## src/sv/rhsl_pkg.sv

```systemverilog
// ----------------------------------------------------------------------------
// rhsl_pkg: shared constants and types for the RGB to HSL converter
// Channel and fraction widths, divider operand and result records.
// ----------------------------------------------------------------------------
package rhsl_pkg;

  localparam int CHANNEL_BITS  = 8;
  localparam int FRACTION_BITS = 16;

  // full-scale channel code, means 1.0
  localparam int FULL      = (2 ** CHANNEL_BITS) - 1;
  // operand / remainder width: covers 6*(max-min) and 2*FULL
  localparam int DIV_W     = CHANNEL_BITS + 3;
  // quotient width: one integer bit for a ratio of exactly 1.0
  localparam int QUOT_W    = FRACTION_BITS + 1;
  // one quotient bit per divider stage
  localparam int DIV_STAGES = QUOT_W;

  // lightness = sum * 2^(FRACTION_BITS-1) / FULL by reciprocal multiply;
  // a shift of 2*CHANNEL_BITS+1 keeps the product exact over 0..2*FULL
  localparam int              LIT_SHIFT   = 2 * CHANNEL_BITS + 1;
  localparam int              LIT_RECIP_W = CHANNEL_BITS + FRACTION_BITS + 1;
  localparam longint unsigned LIT_RECIP   =
      ((64'd1 << (LIT_SHIFT + FRACTION_BITS - 1)) + longint'(FULL) - 1) / longint'(FULL);

  localparam int IN_TDATA_W  = ((3 * CHANNEL_BITS + 7) / 8) * 8;
  localparam int OUT_TDATA_W = ((3 * FRACTION_BITS + 7) / 8) * 8;

  typedef struct packed {
    logic [DIV_W-1:0] num;
    logic [DIV_W-1:0] den;
  } div_op_t;

  typedef struct packed {
    div_op_t           hue;
    div_op_t           sat;
    // lightness quotient, already final; rides along with the divider
    logic [QUOT_W-1:0] lit;
    logic              gray;
  } div_req_t;

  typedef struct packed {
    logic [QUOT_W-1:0] hue;
    logic [QUOT_W-1:0] sat;
    logic [QUOT_W-1:0] lit;
    logic              gray;
  } div_res_t;

endpackage

```

## src/sv/rgb_to_hsl_converter.sv

```systemverilog
// ----------------------------------------------------------------------------
// rgb_to_hsl_converter: streaming RGB to HSL pixel converter
// Hexcone HSL with six-sector hue, truncated unsigned fractions.
// ----------------------------------------------------------------------------
// One RGB pixel per item in, one HSL item out, in order. The block takes a
// new pixel every clock unless the output stalls; the path runs through an
// input register, a max/min stage, an operand stage, one stage per
// quotient bit in the restoring divider, and the output register. Each
// stage holds its item under backpressure, so stalls on the output lose
// and repeat nothing.
// Lightness is (max+min)/(2*full), done by a reciprocal multiply in the
// operand stage; saturation (max-min) over (max+min) or over
// (2*full-max-min) above one half, hue the six-sector value over six.
// Lightness and saturation of exactly 1.0 saturate to the top code; a hue
// of exactly 1.0 wraps to zero. For a gray pixel (max == min) hue and
// saturation are zero and the gray flag in m_axis_tuser is set.
// ----------------------------------------------------------------------------
module rgb_to_hsl_converter (
  input  logic                                 clk_i,
  input  logic                                 rst_ni,
  input  logic                                 s_axis_tvalid,
  output logic                                 s_axis_tready,
  // red, green, blue (CHANNEL_BITS each), zero padded
  input  logic [rhsl_pkg::IN_TDATA_W-1:0]      s_axis_tdata,
  output logic                                 m_axis_tvalid,
  input  logic                                 m_axis_tready,
  // hue, saturation, lightness (FRACTION_BITS each), zero padded
  output logic [rhsl_pkg::OUT_TDATA_W-1:0]     m_axis_tdata,
  // gray
  output logic                                 m_axis_tuser
);

  localparam int CH = rhsl_pkg::CHANNEL_BITS;
  localparam int FB = rhsl_pkg::FRACTION_BITS;
  localparam int DW = rhsl_pkg::DIV_W;
  localparam int QW = rhsl_pkg::QUOT_W;
  localparam int RW = rhsl_pkg::LIT_RECIP_W;
  localparam int PW = CH + 1 + RW;

  localparam logic [DW-1:0] FULL_X = DW'(rhsl_pkg::FULL);
  localparam logic [DW-1:0] TWO_FULL_X = DW'(2 * rhsl_pkg::FULL);
  localparam logic [RW-1:0] LIT_RECIP_X = RW'(rhsl_pkg::LIT_RECIP);

  // ---------------- stage A: input register ----------------
  logic          a_v_q;
  logic [CH-1:0] a_r_q, a_g_q, a_b_q;
  logic          a_rdy;

  // ---------------- stage B: max / min ----------------
  logic          b_v_q;
  logic [CH-1:0] b_r_q, b_g_q, b_b_q, b_mx_q, b_mn_q;
  logic [CH-1:0] b_mx_d, b_mn_d;
  logic          b_rdy;

  // ---------------- stage C: divider operands ----------------
  logic               c_v_q;
  rhsl_pkg::div_req_t c_req_q, c_req_d;
  logic               c_rdy;

  // ---------------- divider and output ----------------
  logic               div_in_ready;
  logic               div_v;
  rhsl_pkg::div_res_t div_res;
  logic               f_rdy;
  logic               o_v_q;
  logic [FB-1:0]      o_hue_q, o_sat_q, o_lit_q, o_hue_d, o_sat_d, o_lit_d;
  logic               o_gray_q;

  // elastic ready chain: a stage loads when empty or its successor moves
  assign f_rdy = ~o_v_q | m_axis_tready;
  assign c_rdy = ~c_v_q | div_in_ready;
  assign b_rdy = ~b_v_q | c_rdy;
  assign a_rdy = ~a_v_q | b_rdy;
  assign s_axis_tready = a_rdy;

  always_ff @(posedge clk_i or negedge rst_ni) begin
    if (!rst_ni) begin
      a_v_q <= 1'b0;
      b_v_q <= 1'b0;
      c_v_q <= 1'b0;
      o_v_q <= 1'b0;
    end else begin
      if (a_rdy) a_v_q <= s_axis_tvalid;
      if (b_rdy) b_v_q <= a_v_q;
      if (c_rdy) c_v_q <= b_v_q;
      if (f_rdy) o_v_q <= div_v;
    end
  end

  always_ff @(posedge clk_i) begin
    if (a_rdy && s_axis_tvalid) begin
      a_r_q <= s_axis_tdata[CH-1:0];
      a_g_q <= s_axis_tdata[2*CH-1:CH];
      a_b_q <= s_axis_tdata[3*CH-1:2*CH];
    end
  end

  // max / min of the three channels
  always_comb begin
    b_mx_d = a_r_q;
    b_mn_d = a_r_q;
    if (a_g_q > b_mx_d) b_mx_d = a_g_q;
    if (a_b_q > b_mx_d) b_mx_d = a_b_q;
    if (a_g_q < b_mn_d) b_mn_d = a_g_q;
    if (a_b_q < b_mn_d) b_mn_d = a_b_q;
  end

  always_ff @(posedge clk_i) begin
    if (b_rdy && a_v_q) begin
      b_r_q  <= a_r_q;
      b_g_q  <= a_g_q;
      b_b_q  <= a_b_q;
      b_mx_q <= b_mx_d;
      b_mn_q <= b_mn_d;
    end
  end

  // operands: sector numerator over 6d, d over the lightness-dependent
  // denominator; lightness itself by reciprocal multiply
  always_comb begin
    logic [DW-1:0] mx_x, mn_x, r_x, g_x, b_x, d_x, sum_x, num;
    logic [PW-1:0] lit_prod;
    mx_x  = DW'(b_mx_q);
    mn_x  = DW'(b_mn_q);
    r_x   = DW'(b_r_q);
    g_x   = DW'(b_g_q);
    b_x   = DW'(b_b_q);
    d_x   = mx_x - mn_x;
    sum_x = mx_x + mn_x;

    priority if (b_r_q == b_mx_q) begin
      num = (b_g_q == b_mn_q) ? ((d_x << 2) + d_x + (mx_x - b_x)) : (d_x - (mx_x - g_x));
    end else if (b_g_q == b_mx_q) begin
      num = (b_b_q == b_mn_q) ? (d_x + (mx_x - r_x)) : ((d_x << 1) + d_x - (mx_x - b_x));
    end else begin
      num = (b_r_q == b_mn_q) ? ((d_x << 1) + d_x + (mx_x - g_x))
                              : ((d_x << 2) + d_x - (mx_x - r_x));
    end

    // sum * 2^(FB-1) / full, exact over 0..2*full; top bit set means 1.0
    lit_prod = PW'(sum_x[CH:0]) * PW'(LIT_RECIP_X);

    c_req_d.hue.num = num;
    c_req_d.hue.den = (d_x << 2) + (d_x << 1);
    c_req_d.sat.num = d_x;
    c_req_d.sat.den = (sum_x <= FULL_X) ? sum_x : (TWO_FULL_X - sum_x);
    c_req_d.lit     = lit_prod[rhsl_pkg::LIT_SHIFT +: QW];
    c_req_d.gray    = (b_mx_q == b_mn_q);
  end

  always_ff @(posedge clk_i) begin
    if (c_rdy && b_v_q) begin
      c_req_q <= c_req_d;
    end
  end

  rhsl_div u_div (
    .clk_i       (clk_i),
    .rst_ni      (rst_ni),
    .in_valid_i  (c_v_q),
    .in_ready_o  (div_in_ready),
    .in_req_i    (c_req_q),
    .out_valid_o (div_v),
    .out_ready_i (f_rdy),
    .out_res_o   (div_res)
  );

  // quotient bit FB set means exactly 1.0: hue wraps, others saturate;
  // gray forces hue and saturation to zero
  always_comb begin
    if (div_res.gray || div_res.hue[FB]) begin
      o_hue_d = '0;
    end else begin
      o_hue_d = div_res.hue[FB-1:0];
    end
    if (div_res.gray) begin
      o_sat_d = '0;
    end else if (div_res.sat[FB]) begin
      o_sat_d = '1;
    end else begin
      o_sat_d = div_res.sat[FB-1:0];
    end
    o_lit_d = div_res.lit[FB] ? '1 : div_res.lit[FB-1:0];
  end

  always_ff @(posedge clk_i) begin
    if (f_rdy && div_v) begin
      o_hue_q  <= o_hue_d;
      o_sat_q  <= o_sat_d;
      o_lit_q  <= o_lit_d;
      o_gray_q <= div_res.gray;
    end
  end

  assign m_axis_tvalid = o_v_q;
  assign m_axis_tdata  = rhsl_pkg::OUT_TDATA_W'({o_lit_q, o_sat_q, o_hue_q});
  assign m_axis_tuser  = o_gray_q;

endmodule

```

## src/sv/rhsl_div.sv

```systemverilog
// ----------------------------------------------------------------------------
// rhsl_div: two-lane pipelined restoring divider
// Gives floor(num * 2^FRACTION_BITS / den) for num <= den, one quotient bit
// per stage, with per-stage valid bits and an elastic ready chain. The
// lightness quotient travels alongside unchanged.
// ----------------------------------------------------------------------------
module rhsl_div (
  input  logic              clk_i,
  input  logic              rst_ni,
  input  logic              in_valid_i,
  output logic              in_ready_o,
  input  rhsl_pkg::div_req_t in_req_i,
  output logic              out_valid_o,
  input  logic              out_ready_i,
  output rhsl_pkg::div_res_t out_res_o
);

  localparam int DW = rhsl_pkg::DIV_W;
  localparam int QW = rhsl_pkg::QUOT_W;
  localparam int NS = rhsl_pkg::DIV_STAGES;

  typedef struct packed {
    logic [DW-1:0] rem;
    logic [DW-1:0] den;
    logic [QW-1:0] q;
  } lane_t;

  typedef struct packed {
    lane_t         hue;
    lane_t         sat;
    logic [QW-1:0] lit;
    logic          gray;
  } stage_t;

  // one compare/subtract; the first stage does not shift (integer bit)
  function automatic lane_t step_lane(lane_t l, logic first);
    logic [DW:0] t;
    lane_t       o;
    t = first ? {1'b0, l.rem} : {l.rem, 1'b0};
    o = l;
    if (t >= {1'b0, l.den}) begin
      o.rem = DW'(t - {1'b0, l.den});
      o.q   = {l.q[QW-2:0], 1'b1};
    end else begin
      o.rem = t[DW-1:0];
      o.q   = {l.q[QW-2:0], 1'b0};
    end
    return o;
  endfunction

  function automatic stage_t step_stage(stage_t s, logic first);
    stage_t o;
    o      = s;
    o.hue  = step_lane(s.hue, first);
    o.sat  = step_lane(s.sat, first);
    return o;
  endfunction

  stage_t          st_in [NS];
  stage_t          st_d  [NS];
  stage_t          st_q  [NS];
  logic [NS-1:0]   v_in;
  logic [NS-1:0]   v_q;
  logic [NS:0]     rdy;

  assign rdy[NS]    = out_ready_i;
  assign in_ready_o = rdy[0];

  for (genvar k = 0; k < NS; k++) begin : g_stage
    if (k == 0) begin : g_first
      assign v_in[k]           = in_valid_i;
      assign st_in[k].hue.rem  = in_req_i.hue.num;
      assign st_in[k].hue.den  = in_req_i.hue.den;
      assign st_in[k].hue.q    = '0;
      assign st_in[k].sat.rem  = in_req_i.sat.num;
      assign st_in[k].sat.den  = in_req_i.sat.den;
      assign st_in[k].sat.q    = '0;
      assign st_in[k].lit      = in_req_i.lit;
      assign st_in[k].gray     = in_req_i.gray;
    end else begin : g_next
      assign v_in[k]  = v_q[k-1];
      assign st_in[k] = st_q[k-1];
    end

    assign st_d[k] = step_stage(st_in[k], (k == 0));
    assign rdy[k]  = ~v_q[k] | rdy[k+1];

    always_ff @(posedge clk_i or negedge rst_ni) begin
      if (!rst_ni) begin
        v_q[k] <= 1'b0;
      end else if (rdy[k]) begin
        v_q[k] <= v_in[k];
      end
    end

    always_ff @(posedge clk_i) begin
      if (rdy[k] && v_in[k]) begin
        st_q[k] <= st_d[k];
      end
    end
  end

  assign out_valid_o    = v_q[NS-1];
  assign out_res_o.hue  = st_q[NS-1].hue.q;
  assign out_res_o.sat  = st_q[NS-1].sat.q;
  assign out_res_o.lit  = st_q[NS-1].lit;
  assign out_res_o.gray = st_q[NS-1].gray;

endmodule

```

## config.mk

```make
export PLATFORM = sky130hd
export DESIGN_NAME = rgb_to_hsl_converter
export DESIGN_NICKNAME = d
export VERILOG_FILES = /design/src/sv/rhsl_pkg.sv /design/src/sv/rgb_to_hsl_converter.sv /design/src/sv/rhsl_div.sv
export SDC_FILE = /design/constraint.sdc
export NUM_CORES = 2
export LEC_CHECK = 0
export ABC_AREA = 0
export BUFFER_PORTS_ARGS = -buffer_cell sky130_fd_sc_hd__buf_2
export CORE_MARGIN = 3
export CORE_UTILIZATION = 45
export CTS_CLUSTER_DIAMETER = 50
export DETAILED_ROUTE_END_ITERATION = 10
export PLACE_DENSITY_LB_ADDON = 0.3
export SETUP_SLACK_MARGIN = 0.4
export SKIP_CTS_REPAIR_TIMING = 1
export SLEW_MARGIN = 5
export SYNTH_ARGS = -nofsm -noshare
export SYNTH_HDL_FRONTEND = slang
export SYNTH_HIERARCHICAL = 1
export SYNTH_SLANG_ARGS = --single-unit
```

## constraint.sdc

```tcl
create_clock -name clk_i -period 15.6 [get_ports clk_i]
set_input_delay 0.78 -clock clk_i [delete_from_list [all_inputs] [get_ports clk_i]]
set_output_delay 0.78 -clock clk_i [all_outputs]
set_load 0.005 [all_outputs]
```

==> run metrics <==
outcome=finished, final reports clean; ordered cell list for the critical path=inv_1 > fa_1 > inv_1 > ha_1 > fa_1 > a21o_1 > a21oi_1 > nor2_1 > nand3_1 > o211ai_1 > xnor2_1 > ha_1 > a21o_1 > a311oi_1 > and2_1 > nor3_1 > a2111oi_0 > nor3_1; Synth warnings=6; cell area after technology mapping=between 70000 and 80000 um2; full die area=about 170000 um2; port buffer count=78; Cell Pwr Density=roughly 230 nW/um2; TritonCTS clock tree=yes; Max Freq=163 MHz; ratio of routed vias to standard cells=5.27; sink count of the clock tree=1503; Max VDD drop=161 uV; RePlAce Congestion=0.892; startpoint-to-endpoint class of the critical path=flip-flop to flip-flop; global-route congestion overflow total=0; vertical extent of the die=~410 um; Max Buffers Root-to-Sink=3; Max-cap violations=0; GRT Total Usage=0.164; CP max-delay cell=sky130_fd_sc_hd__fa_1; std cell rows=148; number of optimization iterations in the first detailed-route pass=6; unique cell type count in the Yosys netlist=around 110; global-route wire length before repair=226000 um; placed instance area=77500 um2; Leakage Power=32.2 nW; clock period minus worst slack=between 6 and 7 ns; number of global-route vias before repair=43100; largest net degree at the start of global routing=87; ratio of cells with drive above 1 in the final layout=0.108; Setup violations, final=0; NumNets Final=between 6000 and 7000; utilization after layout=0.509; Seq/Total Area, Yosys=0.605; num ports=79; relative area change from synthesis to final layout=11.7%; power after layout=0.0192 W; Seq cells post-synth=1503; RSZ-0062 raised after global routing=false; footprint of the multi-input gates=26900 um2; core outline area=164000 um2; clock slew at the register clock pins of the worst setup and hold paths=0.06 ns; Worst-Skew Late Latency=0.79 ns; remaining antenna violation count=0; largest driver fanout on the critical path=10; required time worst endpoint=around 16 ns; total DRC errors in the routed layout=0; initial core utilization=0.455; number of antenna violations at the first check in global routing=0; delay of the slowest critical-path stage=around 0.87 ns; Critical Path Source Type=flip-flop; most used flip-flop cell after synthesis=sky130_fd_sc_hd__edfxtp_1; CP Capture Type=flip-flop; commonest non-fill, non-tap cell in the layout=sky130_fd_sc_hd__edfxtp_1; Vias=42400; synthesized area per cell=13.5 um2; fill cell count=13700; sequential cell area in the final layout=45000 um2; final worst clock skew=0.0471 ns; cell chosen for the clock root=sky130_fd_sc_hd__clkbuf_16; detailed placement HPWL=slightly above 100000 um; count of inserted antenna diode cells=0; Total Wirelength=approximately 140000 um; count of pins over their slew limit=0; CTS buffer count=170; CP arrival=6.63 ns; Relative slew margins=0.256; Die W=between 400 and 500 um; commonest cells after routing, fill and taps aside=1482 x sky130_fd_sc_hd__edfxtp_1, 587 x sky130_fd_sc_hd__inv_1, 506 x sky130_fd_sc_hd__ha_1, 296 x sky130_fd_sc_hd__nor2_1, 265 x sky130_fd_sc_hd__a21oi_1; count of flip-flops with a built-in enable after synthesis=roughly 1500; Final period util=0.394; FFs w/ async S/R, synth=0.0140; violation count after the first detailed-route iteration=2467; CTS H-Tree Depth=4; total negative slack for setup checks=0 ns; gate count of the mapped netlist=5522; Hold WC Path Type=input port to flip-flop; post-route cell area=83200 um2; wire length per cell after detailed routing=between 15 and 20 um; Worst Tran Pin Value=1.12 ns; Final Hold Viols=0
[synthesized netlist by cell type, types with 19 or more instances]
| library cell | count | area, um2 |
|---|---|---|
| sky130_fd_sc_hd__xor2_1 | 89 | 780 |
| sky130_fd_sc_hd__o21a_1 | 113 | 848 |
| sky130_fd_sc_hd__nor2b_1 | 132 | 826 |
| sky130_fd_sc_hd__clkbuf_1 | 26 | 97.6 |
| sky130_fd_sc_hd__nand4_1 | 56 | 350 |
| sky130_fd_sc_hd__o31a_1 | 27 | 236 |
| sky130_fd_sc_hd__edfxtp_1 | 1482 | 44500 |
| sky130_fd_sc_hd__fa_1 | 45 | 901 |
| sky130_fd_sc_hd__ha_1 | 506 | 6330 |
| sky130_fd_sc_hd__nand3_1 | 82 | 410 |
| sky130_fd_sc_hd__o31ai_2 | 21 | 263 |
| sky130_fd_sc_hd__o21ai_0 | 213 | 1070 |
| sky130_fd_sc_hd__o31ai_1 | 57 | 428 |
| sky130_fd_sc_hd__a31oi_1 | 38 | 238 |
| sky130_fd_sc_hd__nor2_1 | 298 | 1120 |
| sky130_fd_sc_hd__dfrtp_1 | 21 | 526 |
| sky130_fd_sc_hd__nand2_1 | 107 | 402 |
| sky130_fd_sc_hd__nor3_1 | 90 | 450 |
| sky130_fd_sc_hd__mux2i_1 | 70 | 701 |
| sky130_fd_sc_hd__and2_1 | 44 | 275 |
| sky130_fd_sc_hd__a21boi_0 | 27 | 203 |
| sky130_fd_sc_hd__xnor2_1 | 219 | 1920 |
| sky130_fd_sc_hd__a211oi_1 | 79 | 593 |
| sky130_fd_sc_hd__a211o_1 | 19 | 166 |
| sky130_fd_sc_hd__buf_4 | 30 | 225 |
| sky130_fd_sc_hd__or2_1 | 24 | 150 |
| sky130_fd_sc_hd__nand2b_1 | 81 | 507 |
| sky130_fd_sc_hd__a21o_1 | 74 | 556 |
| sky130_fd_sc_hd__or2_2 | 43 | 269 |
| sky130_fd_sc_hd__a21oi_1 | 267 | 1340 |
| sky130_fd_sc_hd__inv_1 | 587 | 2200 |
| sky130_fd_sc_hd__mux2_1 | 144 | 1620 |
| sky130_fd_sc_hd__mux2_2 | 90 | 1010 |
| sky130_fd_sc_hd__o2bb2ai_1 | 21 | 184 |
| sky130_fd_sc_hd__nand3b_1 | 24 | 180 |
| sky130_fd_sc_hd__o311ai_0 | 23 | 201 |
[through the flow]
stage / cells / hold WS (ns) / setup slack [ns]
after floorplan: 5523 / 0.400 / 8.39
after global placement: 7742 / 0.400 / 9.65
after detailed placement: 7742 / 0.405 / 9.56
after CTS: 8054 / -0.0936 / 9.52
after global routing: 8055 / 0.127 / 9.09
final: 8055 / 0.182 / 9.46
[flip-flops by register name (all words and copies together), names as in the netlist, 8 cells and up]
name / count
a_r_q: 8
b_mn_q: 8
o_hue_q: 16
u_div/st_q: 1316
a_g_q: 8
b_mx_q: 8
c_req_q: 53
o_lit_q: 16
b_b_q: 8
u_div/v_in: 16
b_r_q: 8
a_b_q: 8
o_sat_q: 16
b_g_q: 8
[per-layer routing]
metal	vias up	global-route usage	share of wire
li1	20900	-	-
met1	20400	0.201	0.43
met2	799	0.292	0.50
met3	280	0.0263	0.036
met4	0	0.0569	0.030
met5	-	0	0
[path summary, 6_finish.rpt]
| kind | from | to | slack (ns) | cells past startpoint |
|---|---|---|---|---|
| setup / recovery | b_mx_q[1] | c_req_q[59] | 9.46 | 18 |
| hold / removal | s_axis_tdata[5] | a_r_q[5] | 0.18 | 1 |
| setup reg to reg | b_mx_q[1] | c_req_q[59] | 9.46 | 18 |
| hold reg to reg | u_div/st_q[0][79] | u_div/st_q[0][175] | 0.38 | 0 |
| max in group asynchronous | rst_ni | u_div/v_in[2] | 14.65 | 2 |
| min in group asynchronous | rst_ni | m_axis_tvalid | 0.51 | 2 |
[worst max-delay path: cells and delay by family, from the launching register on]
family                     cells  cell delay [ns]
buffers and inverters          2             0.47
and+or+nand+nor                5             0.54
DFF                            1             0.65
adders and majority gates      4             1.94
xor gates and xnor gates       1             0.46
AOI/OAI and AO/OA              6             1.80
[cells by family (layout without fill, tap and decap cells)]
family	after synthesis	in the layout	synth area share
DFF	1503	1503	0.605
AOI/OAI and AO/OA	1118	1118	0.103
other	1	2	0.0000504
xor gates and xnor gates	313	313	0.0376
and+or+nand+nor	1046	1046	0.0733
buffers and inverters	661	1018	0.0356
adders and majority gates	561	561	0.0985
muxes	319	319	0.0478
[report_power, final]
part           leakage [nW]  internal, W  total, W  switching, W
Clock                  2.75      0.00227   0.00392       0.00165
Sequential             14.7      0.00614   0.00668      0.000544
Combinational          14.7      0.00386   0.00861       0.00476
[final cells by class]
type / instances / share of cell area
sequential: 1503 / 0.541
multi-input combinational: 3359 / 0.323
clock buffer: 208 / 0.0533
tap: 2175 / 0.0327
inverter: 593 / 0.0268
clock inverter: 104 / 0.0148
timing repair buffer: 113 / 0.00788
No activity file was read; power rests on OpenSTA's default activity.
